**src/hw/rtl/spq_pkg.sv**
```systemverilog
// Shared constants, codes and the control bundle for the sorted priority queue.
package spq_pkg;

  // Storage depth and derived widths.
  localparam int DEPTH   = 16;
  localparam int CNT_W   = $clog2(DEPTH + 1);
  localparam int DATA_W  = 32;
  localparam int COUNT_W = 5;

  // Operation codes.
  localparam logic OP_ENQ = 1'b0;
  localparam logic OP_DEQ = 1'b1;

  // Status codes.
  localparam logic [1:0] ST_OK    = 2'd0;
  localparam logic [1:0] ST_FULL  = 2'd1;
  localparam logic [1:0] ST_EMPTY = 2'd2;

  // Control broadcast from the top level to every cell.
  typedef struct packed {
    logic                     enq;
    logic                     deq;
    logic signed [DATA_W-1:0] value;
    logic [CNT_W-1:0]         count;
  } ctl_t;

endpackage

```
**src/hw/rtl/sorted_priority_queue_core.sv**
```systemverilog
// Top level of the sorted priority queue: a chain of cells plus an output register.
//
//   channel  | handshake              | payload
//   ---------+------------------------+---------------------------
//   input    | in_valid / in_stall    | opcode, value_in
//   output   | out_valid / out_stall  | status, count, value_out
//
// In each transaction every cell compares and shifts in parallel,
// and the result lands in the output register on the accepting edge.
// A new transaction is taken every cycle while the output register is free or drained.
// Reset clears the entry count and the output valid; stored entries need no clearing.
// While out_stall holds a waiting result, in_stall is raised and the queue holds.
module sorted_priority_queue_core (
  input  logic                              clk,
  input  logic                              rst,
  input  logic                              in_valid,
  output logic                              in_stall,
  input  logic                              opcode,
  input  logic signed [spq_pkg::DATA_W-1:0] value_in,
  output logic                              out_valid,
  input  logic                              out_stall,
  output logic [1:0]                        status,
  output logic [spq_pkg::COUNT_W-1:0]       count,
  output logic signed [spq_pkg::DATA_W-1:0] value_out
);

  localparam logic [spq_pkg::CNT_W-1:0] FULL_CNT = spq_pkg::CNT_W'(spq_pkg::DEPTH);

  logic                        accept;
  logic                        is_full;
  logic                        is_empty;
  logic [spq_pkg::CNT_W-1:0]   cnt;
  logic [spq_pkg::CNT_W-1:0]   cnt_next;
  logic [1:0]                  status_next;
  logic signed [spq_pkg::DATA_W-1:0] value_next;
  spq_pkg::ctl_t               ctl;

  logic                              after_w [spq_pkg::DEPTH];
  logic signed [spq_pkg::DATA_W-1:0] entry_w [spq_pkg::DEPTH];

  // Input handshake: hold off only while a finished result is still stalled.
  assign in_stall = out_valid && out_stall;
  assign accept   = in_valid && !in_stall;
  assign is_full  = (cnt == FULL_CNT);
  assign is_empty = (cnt == '0);

  // Control broadcast to the cells.
  assign ctl.enq   = accept && (opcode == spq_pkg::OP_ENQ) && !is_full;
  assign ctl.deq   = accept && (opcode == spq_pkg::OP_DEQ) && !is_empty;
  assign ctl.value = value_in;
  assign ctl.count = cnt;

  // Chain of cells; the first has nothing to its left, the last keeps itself.
  for (genvar i = 0; i < spq_pkg::DEPTH; i++) begin : g_cell
    logic                              left_after;
    logic signed [spq_pkg::DATA_W-1:0] left_entry;
    logic signed [spq_pkg::DATA_W-1:0] right_entry;

    if (i == 0) begin : g_first
      assign left_after = 1'b0;
      assign left_entry = value_in;
    end else begin : g_mid
      assign left_after = after_w[i-1];
      assign left_entry = entry_w[i-1];
    end

    if (i == spq_pkg::DEPTH - 1) begin : g_last
      assign right_entry = entry_w[i];
    end else begin : g_inner
      assign right_entry = entry_w[i+1];
    end

    spq_cell u_cell (
      .clk         (clk),
      .ctl         (ctl),
      .idx         (spq_pkg::CNT_W'(i)),
      .left_after  (left_after),
      .left_entry  (left_entry),
      .right_entry (right_entry),
      .after       (after_w[i]),
      .entry       (entry_w[i])
    );
  end

  // Result of the current transaction.
  always_comb begin
    cnt_next    = cnt;
    status_next = spq_pkg::ST_OK;
    value_next  = '0;
    if (opcode == spq_pkg::OP_ENQ) begin
      if (is_full) begin
        status_next = spq_pkg::ST_FULL;
      end else begin
        cnt_next = cnt + 1'b1;
      end
    end else begin
      if (is_empty) begin
        status_next = spq_pkg::ST_EMPTY;
      end else begin
        cnt_next   = cnt - 1'b1;
        value_next = entry_w[0];
      end
    end
  end

  // Entry count and output valid.
  always_ff @(posedge clk) begin
    if (rst) begin
      cnt       <= '0;
      out_valid <= 1'b0;
    end else begin
      if (accept) begin
        cnt       <= cnt_next;
        out_valid <= 1'b1;
      end else if (!out_stall) begin
        out_valid <= 1'b0;
      end
    end
  end

  // Output payload register.
  always_ff @(posedge clk) begin
    if (accept) begin
      status    <= status_next;
      count     <= spq_pkg::COUNT_W'(cnt_next);
      value_out <= value_next;
    end
  end

`ifndef SYNTHESIS
  a_accept_gives_result: assert property (@(posedge clk) disable iff (rst)
    accept |=> out_valid)
    else $error("accepted transaction produced no result");

  a_count_bound: assert property (@(posedge clk) disable iff (rst)
    cnt <= FULL_CNT)
    else $error("entry count exceeds depth");

  a_full_status: assert property (@(posedge clk) disable iff (rst)
    (out_valid && status == spq_pkg::ST_FULL) |-> (count == spq_pkg::COUNT_W'(spq_pkg::DEPTH)))
    else $error("full status with queue not full");

  a_empty_status: assert property (@(posedge clk) disable iff (rst)
    (out_valid && status == spq_pkg::ST_EMPTY) |-> (count == '0 && value_out == '0))
    else $error("empty status with nonzero count or value");
`endif

endmodule

```
**src/hw/rtl/spq_cell.sv**
```systemverilog
// One cell of the sorted chain: holds one entry and shifts with its neighbors.
module spq_cell (
  input  logic                              clk,
  input  spq_pkg::ctl_t                     ctl,
  input  logic [spq_pkg::CNT_W-1:0]         idx,
  input  logic                              left_after,
  input  logic signed [spq_pkg::DATA_W-1:0] left_entry,
  input  logic signed [spq_pkg::DATA_W-1:0] right_entry,
  output logic                              after,
  output logic signed [spq_pkg::DATA_W-1:0] entry
);

  logic occupied;
  logic signed [spq_pkg::DATA_W-1:0] entry_next;

  // The cell lies at or past the insert point when it is free or holds a
  // strictly greater entry; stored order keeps this flag monotone.
  assign occupied = (idx < ctl.count);
  assign after    = !occupied || (ctl.value < entry);

  // Insert shifts the tail up by one; dequeue pulls everything down by one.
  always_comb begin
    entry_next = entry;
    if (ctl.enq) begin
      if (left_after) begin
        entry_next = left_entry;
      end else if (after) begin
        entry_next = ctl.value;
      end
    end else if (ctl.deq) begin
      entry_next = right_entry;
    end
  end

  always_ff @(posedge clk) begin
    entry <= entry_next;
  end

endmodule
```
**config.mk**
```make
export PLATFORM = sky130hd
export DESIGN_NAME = sorted_priority_queue_core
export DESIGN_NICKNAME = d
export VERILOG_FILES = /design/src/hw/rtl/spq_pkg.sv /design/src/hw/rtl/sorted_priority_queue_core.sv /design/src/hw/rtl/spq_cell.sv
export SDC_FILE = /design/constraint.sdc
export NUM_CORES = 2
export LEC_CHECK = 0
export BUFFER_PORTS_ARGS = -buffer_cell sky130_fd_sc_hd__buf_2
export CAP_MARGIN = 20
export CORE_AREA = 2 2 260 262
export CTS_BUF_LIST = sky130_fd_sc_hd__clkbuf_2
export DETAILED_ROUTE_END_ITERATION = 16
export DIE_AREA = 0 0 262 264
export HOLD_SLACK_MARGIN = 0.03
export PLACE_DENSITY = 0.84
export SYNTH_ARGS = -nofsm -noshare
export SYNTH_HDL_FRONTEND = slang
export SYNTH_HIERARCHICAL = 1
export SYNTH_SLANG_ARGS = --single-unit
```
**constraint.sdc**
```tcl
create_clock -name clk -period 7 [get_ports clk]
set_clock_uncertainty 0.2 [all_clocks]
set_input_delay 1.4 -clock clk [delete_from_list [all_inputs] [get_ports clk]]
set_output_delay 1.4 -clock clk [all_outputs]
set_load 0.01 [all_outputs]
```
==> results.md <==
- Outcome: finished, final reports clean
- Commonest non-fill, non-tap cell in the layout: a21oi_1
- Clock transition at path regs: ~0.090 ns
- Core region area: 0.0666 mm2
- Die Height: 264 um
- Vias in the first global route: around 33k
- Footprint of the multi-input gates: between 0.02 and 0.025 mm2
- Mapped Area: 0.0428 mm2
- Drt pass-1 iters: 5
- YS warnings: 6
- Remaining DRCs: 0
- Critical path peak fanout: 225
- GR peak layer: met2
- IO Pins: 78
- Hold endpoint: cnt[4]
- Clk_lat worst skew: about 1.4 ns
- Crit path required time: just under 8 ns
- Global routing usage on met2: a little under half
- Clock sinks: 557
- Overflow after GRT: 0
- Die width: 262 um
- First-pass GRT wire length: 160000 um
- Reg2Reg Depth: 9
- CTS max path bufs: 3
- Die ar.: 0.0692 mm2
- Post-Layout Inst Area: 0.0461 mm2
- Hold_sp: out_stall
- HPWL after DPL: 71600 um
- CTS root buffer: clkbuf_2
- Initial antenna violation count: 2
- Fin crit period: around 4.5 ns
- VDD IR max: around 0.12 mV
- Critical Path End Type: register
- Routability cong.: 0.866
- Final Cycle Share: 63.9%
- Max-cap violation count: 0
- Layout Nets: 5328
- Commonest cells after routing, fill and taps aside: a21oi_1, nor2_1, inv_1
- Post_cts resized: 0
- Fin Setup TNS: 0 ns
- Static leakage: about 23 nW
- Largest net degree at the start of global routing: 262
- Routed WL per cell: 17.0 um
- Reg area: between 0.015 and 0.02 mm2
- Buffers on Ports: 77
- Setup Crit Path Kind: reg2reg
- Worst hold stages: 3
- PD cells: 213 mW/mm2
- Met3 usage: approximately 4.6%
- Syn Area/Cell: 9.46 um2
- Met1 Usage GRT: 36.2%
- Total wire length: 97200 um
- Normalized max-slew margin: 28.8%
- Critical Path AT: 5.31 ns
- Total vias in the final route: 33.6k
- TritonCTS clock tree: done
- Initial cell density of the core: between 60% and 70%
- Worst reg-to-reg setup slack: 2.53 ns
- Endpoints failing setup: 0
- Vias/cell: ~5.9
- Tightest Pin Transition: 1.07 ns
- Cell area after placement: between 0.04 and 0.05 mm2
- RSZ-0062 raised after global routing: false
- Max Slew Vio Count: 0
- Syn-to-layout area delta: 7.50%
- Tot GR Track Use: 28.1%
- Hold WC Path Type: in2reg
- Layout cells sized above 1: 8.99%
- Peak Freq: ~220 MHz
- Fin. Hold Viols: 0
- Filler cells: approximately 5k
- Antenna Nets Post-Route: 0
- DR iter-0 viols: just over 3k
- Syn Inst Count: roughly 4.5k
- Startpoint Class: register
- Hold Slack: 0.223 ns
- Reg-to-reg startpoint: cnt[0]
- CTS Buf Count: 151
- Htree depth: 4
- Worst r2r dst: g_cell[13].u_cell/entry[17]
- Std cell rows: 95
area by class of cell:
class / instances / area share [%]
antenna: 4 / 0.0217
clock buffer: 235 / 2.55
clock inverter: 28 / 0.554
inverter: 580 / 4.73
multi-input combinational: 3287 / 51.2
sequential: 557 / 36.2
tap: 873 / 2.37
timing repair buffer: 152 / 2.39
timing repair:
action,in CTS,in global routing
endpoints found under the hold margin,5,0
hold buffers,3,0
setup buffers,0,0
state kept, by name, summed over array words and instances, names as in the netlist:
| register | cells |
|---|---|
| status | 2 |
| value_out | 32 |
| count | 5 |
| g_cell.u_cell/entry | 512 |
| out_valid | 1 |
| cnt | 5 |
power breakdown:
group          leakage (nW)  internal [mW]  total, mW  switching, mW
Clock                  1.10           1.06       2.52           1.45
Sequential             5.24           4.17       4.46          0.288
Combinational          16.8           1.14       2.81           1.67
Total                  23.1           6.38       9.79           3.41
worst max path at each step:
stage                start                          end  slack, ns  cells after the start
4_1_cts             cnt[0]    g_cell[2].u_cell/entry[5]       2.61                      9
5_1_grt             cnt[0]    g_cell[3].u_cell/entry[0]       2.33                      9
2_1_floorplan     in_valid    g_cell[0].u_cell/entry[0]       0.73                      6
3_5_place_dp   value_in[5]    g_cell[9].u_cell/entry[2]       1.38                     13
6_report            cnt[0]  g_cell[13].u_cell/entry[17]       2.53                      9
3_3_place_gp   value_in[7]    g_cell[9].u_cell/entry[2]       1.47                     13
routing by layer:
layer  part of all wire (%)  vias up
met1                     43    15600
met4                    3.1        0
met2                     48     1099
li1                       -    16700
met5                      0        -
met3                    5.5      217
through the flow:
step	setup slack [ns]	total power [mW]	cells	util [%]
floorplan	0.732	6.50	4608	-
global placement	1.47	7.15	5445	66.9
detailed placement	1.38	7.30	5445	66.9
CTS	2.61	9.80	5711	69.1
global route	2.33	10.4	5716	69.2
finish	2.53	9.79	5716	69.2
worst max-delay path, stage by stage (launching register included):
cell and delay, ns:
dfxtp_1 0.94, inv_1 0.16, ha_1 0.34, and4bb_1 0.27, nor3_2 0.19, buf_12 0.63, nor2_1 0.11, a41o_1 0.25
nor2_2 0.53, buf_12 0.26
(Power assumes the default switching activity.)
